<file path="config.mk">
export PLATFORM = sky130hd
export DESIGN_NAME = quadrature_encoder_emulator_counter_top
export DESIGN_NICKNAME = d
export VERILOG_FILES = /design/src/rtl/core/qeec_pkg.sv /design/src/rtl/core/qeec_front.sv /design/src/rtl/core/qeec_queue.sv /design/src/rtl/core/qeec_back.sv /design/src/rtl/core/quadrature_encoder_emulator_counter_top.sv
export SDC_FILE = /design/constraint.sdc
export NUM_CORES = 1
export LEC_CHECK = 0
export BUFFER_PORTS_ARGS = -buffer_cell sky130_fd_sc_hd__clkbuf_2
export CORE_ASPECT_RATIO = 0.8
export CORE_MARGIN = 1.5
export CORE_UTILIZATION = 60
export DETAILED_ROUTE_END_ITERATION = 10
export GPL_TIMING_DRIVEN = 0
export PLACE_DENSITY = 0.78
export SKIP_CTS_REPAIR_TIMING = 1
export SLEW_MARGIN = 20
export SYNTH_ARGS = -nofsm -noshare
export SYNTH_HDL_FRONTEND = slang
export SYNTH_SLANG_ARGS = --single-unit
export TNS_END_PERCENT = 5
</file>
<file path="constraint.sdc">
create_clock -name clk_i -period 23.1 [get_ports clk_i]
set_clock_uncertainty 0.1 [all_clocks]
set_input_delay 4.62 -clock clk_i [delete_from_list [all_inputs] [get_ports clk_i]]
set_output_delay 4.62 -clock clk_i [all_outputs]
set_load 0.005 [all_outputs]
</file>
<file path="src/rtl/core/qeec_pkg.sv">
// ----------------------------------------------------------------------------
// Quadrature encoder emulator package
// Shared widths, register indexes and the types passed between the front
// end, the item queue and the counting back end.
// ----------------------------------------------------------------------------
`default_nettype none

package qeec_pkg;

  // Angle resolution: one revolution is 2**AngleBits units.
  localparam int AngleBits  = 16;
  // Width of the internal position counter.
  localparam int CountBits  = 32;
  // Width of the position field on the output port.
  localparam int PosOutBits = 32;
  // Width used for angle sums and compares, wide enough for any AngleBits up to 33.
  localparam int CalcW      = 34;

  localparam int QueueDepth = 4;
  localparam int QueuePtrW  = $clog2(QueueDepth);
  localparam int QueueCntW  = $clog2(QueueDepth + 1);

  localparam int CfgIdxW    = 3;
  localparam int CfgDataW   = 16;

  localparam logic [CfgIdxW-1:0] RegZeroOffset  = 3'd0;
  localparam logic [CfgIdxW-1:0] RegPulsesPerRev = 3'd1;
  localparam logic [CfgIdxW-1:0] RegBPhaseOffset = 3'd2;
  localparam logic [CfgIdxW-1:0] RegIndexEnable = 3'd3;
  localparam logic [CfgIdxW-1:0] RegIndexWidth  = 3'd4;

  // Configuration as seen by the front end.
  typedef struct packed {
    logic [15:0] zero_offset;
    logic [15:0] pulses_per_rev;
    logic [15:0] b_phase_offset;
    logic        index_enable;
    logic [15:0] win_half;
  } cfg_t;

  // One classified item: new channel levels and the index flag.
  typedef struct packed {
    logic chan_a;
    logic chan_b;
    logic index_out;
  } item_t;

endpackage

`default_nettype wire

</file>
<file path="src/rtl/core/qeec_front.sv">
// ----------------------------------------------------------------------------
// Quadrature encoder emulator front end
// Takes a rotor angle, removes the zero offset and derives the A/B levels and
// the index flag, then pushes the classified item into the queue.
// ----------------------------------------------------------------------------
`default_nettype none

module qeec_front import qeec_pkg::*; (
  input  wire logic        in_valid_i,
  output      logic        in_stall_o,
  input  wire logic [15:0] rotor_angle_i,
  input  wire cfg_t        cfg_i,
  input  wire logic        queue_full_i,
  output      logic        push_o,
  output      item_t       item_o
);

  logic [CalcW-1:0]     diff;
  logic [CalcW-1:0]     sum_b;
  logic [AngleBits-1:0] angle;
  logic [AngleBits-1:0] angle_b;
  logic [AngleBits-1:0] ppr;
  logic [AngleBits-1:0] phase_a;
  logic [AngleBits-1:0] phase_b;
  logic [CalcW-1:0]     win_hi;
  logic [CalcW-1:0]     full_rev;
  logic                 in_window;

  assign diff    = CalcW'(rotor_angle_i) - CalcW'(cfg_i.zero_offset);
  assign angle   = diff[AngleBits-1:0];
  assign sum_b   = CalcW'(angle) + CalcW'(cfg_i.b_phase_offset);
  assign angle_b = sum_b[AngleBits-1:0];

  // Only the fractional part of the phase matters, so the products are kept
  // at the angle width.
  assign ppr     = AngleBits'(cfg_i.pulses_per_rev);
  assign phase_a = angle * ppr;
  assign phase_b = angle_b * ppr;

  assign win_hi    = CalcW'(angle) + CalcW'(cfg_i.win_half);
  assign full_rev  = CalcW'(1) << AngleBits;
  assign in_window = (CalcW'(angle) < CalcW'(cfg_i.win_half)) || (win_hi > full_rev);

  assign in_stall_o       = queue_full_i;
  assign push_o           = in_valid_i && !queue_full_i;
  assign item_o.chan_a    = !phase_a[AngleBits-1];
  assign item_o.chan_b    = !phase_b[AngleBits-1];
  assign item_o.index_out = cfg_i.index_enable && in_window;

endmodule

`default_nettype wire

</file>
<file path="src/rtl/core/qeec_queue.sv">
// ----------------------------------------------------------------------------
// Quadrature encoder emulator item queue
// A small FIFO that decouples the front end from the counting back end.
// ----------------------------------------------------------------------------
`default_nettype none

module qeec_queue import qeec_pkg::*; (
  input  wire logic  clk_i,
  input  wire logic  rst_ni,
  input  wire logic  push_i,
  input  wire item_t item_i,
  output      logic  full_o,
  input  wire logic  pop_i,
  output      logic  valid_o,
  output      item_t item_o
);

  item_t                mem_q [QueueDepth];
  logic [QueuePtrW-1:0] wr_ptr_q, wr_ptr_d;
  logic [QueuePtrW-1:0] rd_ptr_q, rd_ptr_d;
  logic [QueueCntW-1:0] count_q, count_d;
  logic                 do_push;
  logic                 do_pop;

  assign full_o  = (count_q == QueueCntW'(QueueDepth));
  assign valid_o = (count_q != '0);
  assign do_push = push_i && !full_o;
  assign do_pop  = pop_i && valid_o;
  assign item_o  = mem_q[rd_ptr_q];

  always_comb begin
    wr_ptr_d = wr_ptr_q;
    rd_ptr_d = rd_ptr_q;
    count_d  = count_q;
    if (do_push) begin
      wr_ptr_d = (wr_ptr_q == QueuePtrW'(QueueDepth - 1)) ? '0 : wr_ptr_q + 1'b1;
    end
    if (do_pop) begin
      rd_ptr_d = (rd_ptr_q == QueuePtrW'(QueueDepth - 1)) ? '0 : rd_ptr_q + 1'b1;
    end
    if (do_push && !do_pop) begin
      count_d = count_q + 1'b1;
    end else if (do_pop && !do_push) begin
      count_d = count_q - 1'b1;
    end
  end

  always_ff @(posedge clk_i or negedge rst_ni) begin
    if (!rst_ni) begin
      wr_ptr_q <= '0;
      rd_ptr_q <= '0;
      count_q  <= '0;
    end else begin
      wr_ptr_q <= wr_ptr_d;
      rd_ptr_q <= rd_ptr_d;
      count_q  <= count_d;
    end
  end

  always_ff @(posedge clk_i) begin
    if (do_push) begin
      mem_q[wr_ptr_q] <= item_i;
    end
  end

`ifndef SYNTHESIS
  a_count_bound: assert property (@(posedge clk_i) disable iff (!rst_ni)
    count_q <= QueueCntW'(QueueDepth))
    else $error("queue count above depth");

  a_push_counts: assert property (@(posedge clk_i) disable iff (!rst_ni)
    do_push && !do_pop |=> count_q == $past(count_q) + 1'b1)
    else $error("push without pop did not grow the queue");

  a_ptr_gap: assert property (@(posedge clk_i) disable iff (!rst_ni)
    (count_q == '0 || count_q == QueueCntW'(QueueDepth)) |-> wr_ptr_q == rd_ptr_q)
    else $error("queue pointers disagree with count");
`endif

endmodule

`default_nettype wire

</file>
<file path="src/rtl/core/qeec_back.sv">
// ----------------------------------------------------------------------------
// Quadrature encoder emulator back end
// Runs the 4x decoder against the stored channel levels, keeps the position
// count and holds the result item in the output register.
// ----------------------------------------------------------------------------
`default_nettype none

module qeec_back import qeec_pkg::*; (
  input  wire logic                  clk_i,
  input  wire logic                  rst_ni,
  input  wire logic                  item_valid_i,
  input  wire item_t                 item_i,
  output      logic                  pop_o,
  output      logic                  out_valid_o,
  input  wire logic                  out_stall_i,
  output      logic                  chan_a_o,
  output      logic                  chan_b_o,
  output      logic                  index_out_o,
  output      logic [PosOutBits-1:0] position_count_o
);

  logic [CountBits-1:0] position_q, position_d;
  logic [CountBits-1:0] step_a;
  logic [CountBits-1:0] step_b;
  logic                 last_a_q;
  logic                 last_b_q;
  logic                 out_valid_q, out_valid_d;
  item_t                out_item_q;
  logic [63:0]          pos_ext;

  assign pop_o = item_valid_i && (!out_valid_q || !out_stall_i);

  // Each changed channel moves the count by one; opposite moves cancel.
  always_comb begin
    step_a = '0;
    step_b = '0;
    if (item_i.chan_a != last_a_q) begin
      step_a = (item_i.chan_a == item_i.chan_b) ? CountBits'(1) : '1;
    end
    if (item_i.chan_b != last_b_q) begin
      step_b = (item_i.chan_a != item_i.chan_b) ? CountBits'(1) : '1;
    end
    position_d = position_q + step_a + step_b;
  end

  assign out_valid_d = pop_o || (out_valid_q && out_stall_i);

  always_ff @(posedge clk_i or negedge rst_ni) begin
    if (!rst_ni) begin
      position_q  <= '0;
      last_a_q    <= 1'b0;
      last_b_q    <= 1'b0;
      out_valid_q <= 1'b0;
    end else begin
      out_valid_q <= out_valid_d;
      if (pop_o) begin
        position_q <= position_d;
        last_a_q   <= item_i.chan_a;
        last_b_q   <= item_i.chan_b;
      end
    end
  end

  always_ff @(posedge clk_i) begin
    if (pop_o) begin
      out_item_q <= item_i;
    end
  end

  assign pos_ext          = 64'(position_q);
  assign out_valid_o      = out_valid_q;
  assign chan_a_o         = out_item_q.chan_a;
  assign chan_b_o         = out_item_q.chan_b;
  assign index_out_o      = out_item_q.index_out;
  assign position_count_o = pos_ext[PosOutBits-1:0];

`ifndef SYNTHESIS
  a_hold_count: assert property (@(posedge clk_i) disable iff (!rst_ni)
    !pop_o |=> $stable(position_q))
    else $error("position moved without an item");

  a_no_change: assert property (@(posedge clk_i) disable iff (!rst_ni)
    pop_o && item_i.chan_a == last_a_q && item_i.chan_b == last_b_q
    |=> $stable(position_q))
    else $error("position moved with unchanged channels");

  a_levels_track: assert property (@(posedge clk_i) disable iff (!rst_ni)
    pop_o |=> last_a_q == chan_a_o && last_b_q == chan_b_o && out_valid_q)
    else $error("stored levels differ from the shown result");
`endif

endmodule

`default_nettype wire

</file>
<file path="src/rtl/core/quadrature_encoder_emulator_counter_top.sv">
// ----------------------------------------------------------------------------
// Quadrature encoder emulator with 4x counter, top level
// Turns a stream of rotor angles into synthesized A/B/index levels and a
// signed 4x quadrature position count.
// ----------------------------------------------------------------------------
//
//  channel   signals                                  direction
//  -------   ---------------------------------------  ---------
//  input     in_valid_i, in_stall_o, rotor_angle_i     in
//  output    out_valid_o, out_stall_i, chan_a_o,       out
//            chan_b_o, index_out_o, position_count_o
//  config    cfg_valid_i, cfg_ready_o, cfg_index_i,    in
//            cfg_data_i
//
// The block takes one item per clock while the queue is not full. An accepted
// item is written into a four-entry queue and from there into the output
// register, where its result is shown; the rate is set by the decoder update
// of the position counter, made once for each item.
// Reset clears the count and stored channel levels to zero, empties the queue
// and loads the register defaults. A stalled output holds its item while the
// queue keeps taking input; the input stalls only once the queue is full.
// ----------------------------------------------------------------------------
`default_nettype none

module quadrature_encoder_emulator_counter_top import qeec_pkg::*; (
  input  wire logic                  clk_i,
  input  wire logic                  rst_ni,
  // Input item channel.
  input  wire logic                  in_valid_i,
  output      logic                  in_stall_o,
  input  wire logic [15:0]           rotor_angle_i,
  // Result item channel.
  output      logic                  out_valid_o,
  input  wire logic                  out_stall_i,
  output      logic                  chan_a_o,
  output      logic                  chan_b_o,
  output      logic                  index_out_o,
  output      logic [PosOutBits-1:0] position_count_o,
  // Register write channel.
  input  wire logic                  cfg_valid_i,
  output      logic                  cfg_ready_o,
  input  wire logic [CfgIdxW-1:0]    cfg_index_i,
  input  wire logic [CfgDataW-1:0]   cfg_data_i
);

  cfg_t  cfg_q;
  logic  queue_full;
  logic  push;
  item_t front_item;
  logic  pop;
  logic  queue_valid;
  item_t queue_item;

  // Always writable; user must reconfigure block only while idle (unchecked).
  assign cfg_ready_o = 1'b1;

  // Register file. Each register keeps only its own width of the data, and
  // writes to indexes beyond the list are dropped.
  always_ff @(posedge clk_i or negedge rst_ni) begin
    if (!rst_ni) begin
      cfg_q.zero_offset    <= 16'd0;
      cfg_q.pulses_per_rev <= 16'd1024;
      cfg_q.b_phase_offset <= 16'd16384;
      cfg_q.index_enable   <= 1'b1;
      cfg_q.win_half       <= 16'd32;
    end else if (cfg_valid_i && cfg_ready_o) begin
      unique case (cfg_index_i)
        RegZeroOffset:   cfg_q.zero_offset    <= cfg_data_i;
        RegPulsesPerRev: cfg_q.pulses_per_rev <= cfg_data_i;
        RegBPhaseOffset: cfg_q.b_phase_offset <= cfg_data_i;
        RegIndexEnable:  cfg_q.index_enable   <= cfg_data_i[0];
        RegIndexWidth:   cfg_q.win_half       <= cfg_data_i;
        default: begin
        end
      endcase
    end
  end

  // The front end computes the channel levels and the index window from the
  // angle in the cycle the item arrives.
  qeec_front u_front (
    .in_valid_i    (in_valid_i),
    .in_stall_o    (in_stall_o),
    .rotor_angle_i (rotor_angle_i),
    .cfg_i         (cfg_q),
    .queue_full_i  (queue_full),
    .push_o        (push),
    .item_o        (front_item)
  );

  // Classified items wait here so the two halves can stall independently.
  qeec_queue u_queue (
    .clk_i   (clk_i),
    .rst_ni  (rst_ni),
    .push_i  (push),
    .item_i  (front_item),
    .full_o  (queue_full),
    .pop_i   (pop),
    .valid_o (queue_valid),
    .item_o  (queue_item)
  );

  // The back end applies items strictly in order, so the decoder always sees
  // the previous item's channel levels.
  qeec_back u_back (
    .clk_i            (clk_i),
    .rst_ni           (rst_ni),
    .item_valid_i     (queue_valid),
    .item_i           (queue_item),
    .pop_o            (pop),
    .out_valid_o      (out_valid_o),
    .out_stall_i      (out_stall_i),
    .chan_a_o         (chan_a_o),
    .chan_b_o         (chan_b_o),
    .index_out_o      (index_out_o),
    .position_count_o (position_count_o)
  );

endmodule

`default_nettype wire
</file>
-- Yosys cells after proc, flatten, opt, wreduce, memory -nomap -nowiden
Memories as Yosys holds them, arrays and structs flattened.
Cells that the tools add are included.
- bits of input ports: 40
- memory bits (writable): 12
- output and inout port bits: 38
- memories kept: 1
- register bits: 110
- equal/unequal tests: 11
- reductions and logical operators: 26
- mux-type cells: 10
- $lt $le $gt $ge: 2
- add/subtract/negate cells: 9
- multipliers: 2
- memories (memory ; depth ; bits a word ; read ports ; clocked after memory_dff ; wr ports ; RTL line ; text):
    u_queue.mem_q ; 4 ; 3 ; 1 ; 0 ; 1 ; qeec_queue.sv:18 ; item_t mem_q [QueueDepth];
- operator list (kind ; count):
    $mux W32 ; 4
    $add A32 B32 Y32 ; 2
    $gt A34 B17 Y1 const B ; 1
    $mul A16 B16 Y16 ; 2
    $add A16 B16 Y17 ; 1
    $add A16 B16 Y16 ; 1
    $lt A16 B16 Y1 ; 1
    $sub A16 B16 Y16 ; 1
    $reduce_and A2 Y1 ; 5
    $logic_and A1 B1 Y1 ; 8
    $logic_not A1 Y1 ; 7
    $eq A3 B2 Y1 const B ; 2
    $eq A3 B3 Y1 const B ; 2
    $mux W3 ; 2
    $add A2 B1 Y2 const B ; 2
    $eq A2 B2 Y1 const B ; 2
    $mux W2 ; 2
    $add A3 B1 Y3 const B ; 1
    $eq A3 B1 Y1 const B ; 1
    $logic_not A3 Y1 ; 1
    $logic_or A1 B1 Y1 ; 3
    $ne A1 B1 Y1 ; 3
    $reduce_bool A3 Y1 ; 1
    $sub A3 B1 Y3 const B ; 1
    other kinds (3) ; 4

-- Logic depth before layout (Yosys ltp)
- word-level depth: 8
- depth in mapped cells: 37

-- Cells and area by module
Synthesis repeated with hierarchy kept, for this count alone.
- cell total of the unflattened synthesis: 1896
- area total of the unflattened synthesis: 17543.1 um^2
- by module, submodules not included (module ; area each (um^2) ; cells an instance ; times used ; seq. area each (um^2)):
    qeec_front ; 10067.2 ; 1223 ; 1 ; 0.0
    qeec_back ; 4061.4 ; 477 ; 1 ; 965.9
    quadrature_encoder_emulator_counter_top ; 2527.4 ; 144 ; 1 ; 1631.6
    qeec_queue ; 887.1 ; 52 ; 1 ; 535.5

-- Least setup slack after synthesis
Ideal clock, no wire load.
- kind: input -> register
- start point: in rotor_angle_i[0]
- end point: mem u_queue.mem_q[0][1] (netlist bit), data pin
- library setup time: 0.278 ns
- buffers on the path: 1
- setup slack: 10.091 ns
- stages: 34
- arrival: 12.631 ns
- path through: inv_1 > ha_1 > fa_1 > nor2b_4 > o31a_1 > o21ai_2 > nor2b_1 > xnor2_1 > clkbuf_1 > ha_1 > a21oi_1 > o21ai_0 > a31oi_1 > o21ai_0 > a21o_1 > a21oi_1 > xnor2_1 > nand2_1 > fa_1 > fa_1 > fa_1 > fa_1 > fa_1 > fa_1 > xor2_1 > xnor2_1 > xnor2_1 > xnor2_1 > xnor2_1 > xnor3_1 > xnor3_1 > xnor2_1 > xnor2_1 > xnor3_1
- RTL lines (element ; RTL line ; text):
    start, declared ; quadrature_encoder_emulator_counter_top.sv:31 ; input wire logic [15:0] rotor_angle_i,
    end, declared ; qeec_queue.sv:18 ;

==> results.md <==
- Synth cell types: between 70 and 80
- Min-delay src: u_back.position_count_o[31]
- Layout area overhead: 9.53%
- Asr flop ratio synth: 0.877
- Multi-input gate area: 11800 um2
- Initial antenna violation count: 0
- Unrepaired setup endpoints after global routing: false
- Number of iterations in the first detailed-routing pass: 5
- Std-Cell Rows: 53
- Largest net degree at the start of global routing: between 80 and 90
- Hold Vio Cnt, Final: 0
- CP peak stage delay: 0.74 ns
- Sum of negative setup slack: 0 ns
- Slowest CP cell: clkbuf_1
- Effective utilization at floorplan: 0.616
- Core ar.: about 27000 um2
- Register area share after synthesis: 0.192
- CTS tree: yes
- Synth warn: 0
- WL/cell: 18.2 um
- Tot GR Track Use: 0.307
- HP Class: reg2reg
- FF-to-FF path depth: 31
- Clock sinks: 122
- Element type at the critical path end: register
- Worst-path clk slew: 0.07 ns
- Max-Cap Viols: 0
- Critical path startpoint: rotor_angle_i[0]
- Critical path class: in2reg
- Crit path launch type: input port
- Insertion delay to the later sink of the worst-skew pair: around 0.43 ns
- Antenna Cells: 0
- HPWL Detailed: ~32 mm
- Largest area contributor in the netlist: fa_1
- Fill cells: 2137
- Initial DRC count: 936
- First-pass GRT wire length: 67.3 mm
- WP data arrival: approximately 14 ns
- DR DRC count: 0
- Ys flop type: dfrtp_1
- Die area: roughly 28000 um2
- CP Max Fanout: 13
- Gp weighted congestion: around 0.94
- Share of the synthesized area in the top cell type: 0.201
- WP data required: 23.15 ns
- Reg area: approximately 3100 um2
- Nets: ~2300
- R2R setup slack: 12.97 ns
- Number of nets with antenna violations after routing: 0
- Io pins: 78
- Deepest clock path buffer count: 2
- Reg-to-Reg End: u_queue.mem_q[0][1]
- Dominant cells by area after synthesis: fa_1, ha_1, dfrtp_1
- Most common cell in the netlist: inv_1
- Hold slack final: ~0.37 ns
- Worst slew margin: 0.250
- Fin. max-slew vios: 0
- Die height: between 150 and 200 um
- Cell Area, Synth: 16300 um2
- Grt total ovfl: 0
- Reg2Reg Launch Point: cfg_q[49]
- Hold Path Sink: u_back.position_count_o[31]
- Vias per inst: ~5.6
- Layout cell share with drive strength beyond 1: 0.0950
- Routed vias: around 13000
- WL final: slightly above 40 mm
- Status: finished clean
- Post-Syn Area per Cell: about 9 um2
- Clk root buf: clkbuf_16
- CTS Buf Count: 17
- Seq cells post-synth: between 100 and 150
- Final setup vio count: 0
- Hold Crit Depth: 1
- CTS H-tree depth: 4
- Crit path time final: ~14 ns
- Syn Inst Count: around 1800
- Port-buffer cells: 76
- Syn nets: approximately 2200
- Fmax: around 0.071 GHz
- Least-Margin Pin Slew: between 1 and 1.5 ns
- Fin util: 0.674
- EDFF count, synth: 15
- Synth top cells by count: inv_1, nand2_1, ha_1
- Final Cycle Share: 0.608
- Vias in the first global route: around 13000
- Horiz. Die Dim: ~190 um
per-layer routing:
| layer | up-vias | track usage | wire (um) |
|---|---|---|---|
| met1 | 6234 | 0.404 | 17800 |
| met2 | 511 | 0.493 | 18500 |
| li1 | 5932 | - | - |
| met4 | 0 | 0.114 | 1260 |
| met3 | 98 | 0.0779 | 3700 |
| met5 | - | 0 | 0 |
worst max-delay path by stage:
stage / end / slack, ns / cells after the start
floorplan: u_queue.mem_q[0][1] / 10.09 / 34
global placement: u_queue.mem_q[2][1] / 8.59 / 33
detailed placement: u_queue.mem_q[3][1] / 8.77 / 35
CTS: u_queue.mem_q[0][1] / 9.15 / 35
global route: u_queue.mem_q[0][1] / 8.60 / 33
finish: u_queue.mem_q[0][1] / 9.06 / 33
cell families after synthesis:
family | count (synthesis) | synth area share
simple gates | 477 | 0.140
fa+ha+maj | 393 | 0.377
buf+inv | 382 | 0.0880
compound gates | 264 | 0.100
flops | 122 | 0.192
xor+xnor | 119 | 0.0694
mux | 46 | 0.0336
other cells | 1 | 0.000230
layout by cell type, fill, tap and decap left out, drive strengths merged, types with 6 or more instances in the layout:
cell | Yosys | final
inv | 296 | 306
nand2 | 243 | 243
ha | 229 | 229
clkbuf | 83 | 176
fa | 164 | 164
dfrtp | 103 | 103
o21ai | 97 | 97
and2 | 87 | 87
xnor2 | 76 | 76
a21oi | 70 | 70
mux2 | 41 | 41
nor2 | 41 | 41
nor2b | 40 | 40
xor2 | 38 | 38
a21o | 32 | 32
nand2b | 16 | 16
edfxtp | 15 | 15
nor3 | 12 | 12
o21bai | 10 | 10
nand3 | 9 | 9
and3 | 7 | 7
buf | 3 | 7
o21a | 6 | 6
worst max-delay path, delay by kind of cell:
family                     cells  cell delay [ns]
adders and majority gates      9             4.12
xor gates and xnor gates      12             2.87
AOI/OAI and AO/OA              6             1.18
buffers and inverters          3             0.84
and+or+nand+nor                3             0.47
layout make-up:
cell class,instances,share of cell area
Buffer,86,0.0183
Clock inverter,15,0.00965
Timing Repair Buffer,80,0.0263
Inverter,296,0.0621
Multi-Input combinational cell,1300,0.660
Clock buffer,17,0.0238
Tap cell,357,0.0250
Sequential cell,122,0.175
flip-flops by register name (all words and copies together) (netlist names):
signal,cells
u_queue.wr_ptr_q,2
u_back.chan_b_o,1
cfg_q,65
u_back.position_count_o,32
u_back.index_out_o,1
u_back.last_b_q,1
u_back.chan_a_o,1
u_queue.mem_q,12
u_queue.rd_ptr_q,2
u_queue.count_q,3
u_back.last_a_q,1
u_back.out_valid_o,1
stage by stage:
step | worst slack [ns] | area, um2 | instances
final | 9.06 | 17900 | 2273
after global routing | 8.60 | 17900 | 2273
after CTS | 9.15 | 17900 | 2273
after detailed placement | 8.77 | 17300 | 2241
after global placement | 8.59 | 17200 | 2237
after floorplan | 10.09 | 16300 | 1804
Power is left out: the tool's default activity adds up to more than one toggle a clock period on the data nets, which glitch-free logic cannot reach.
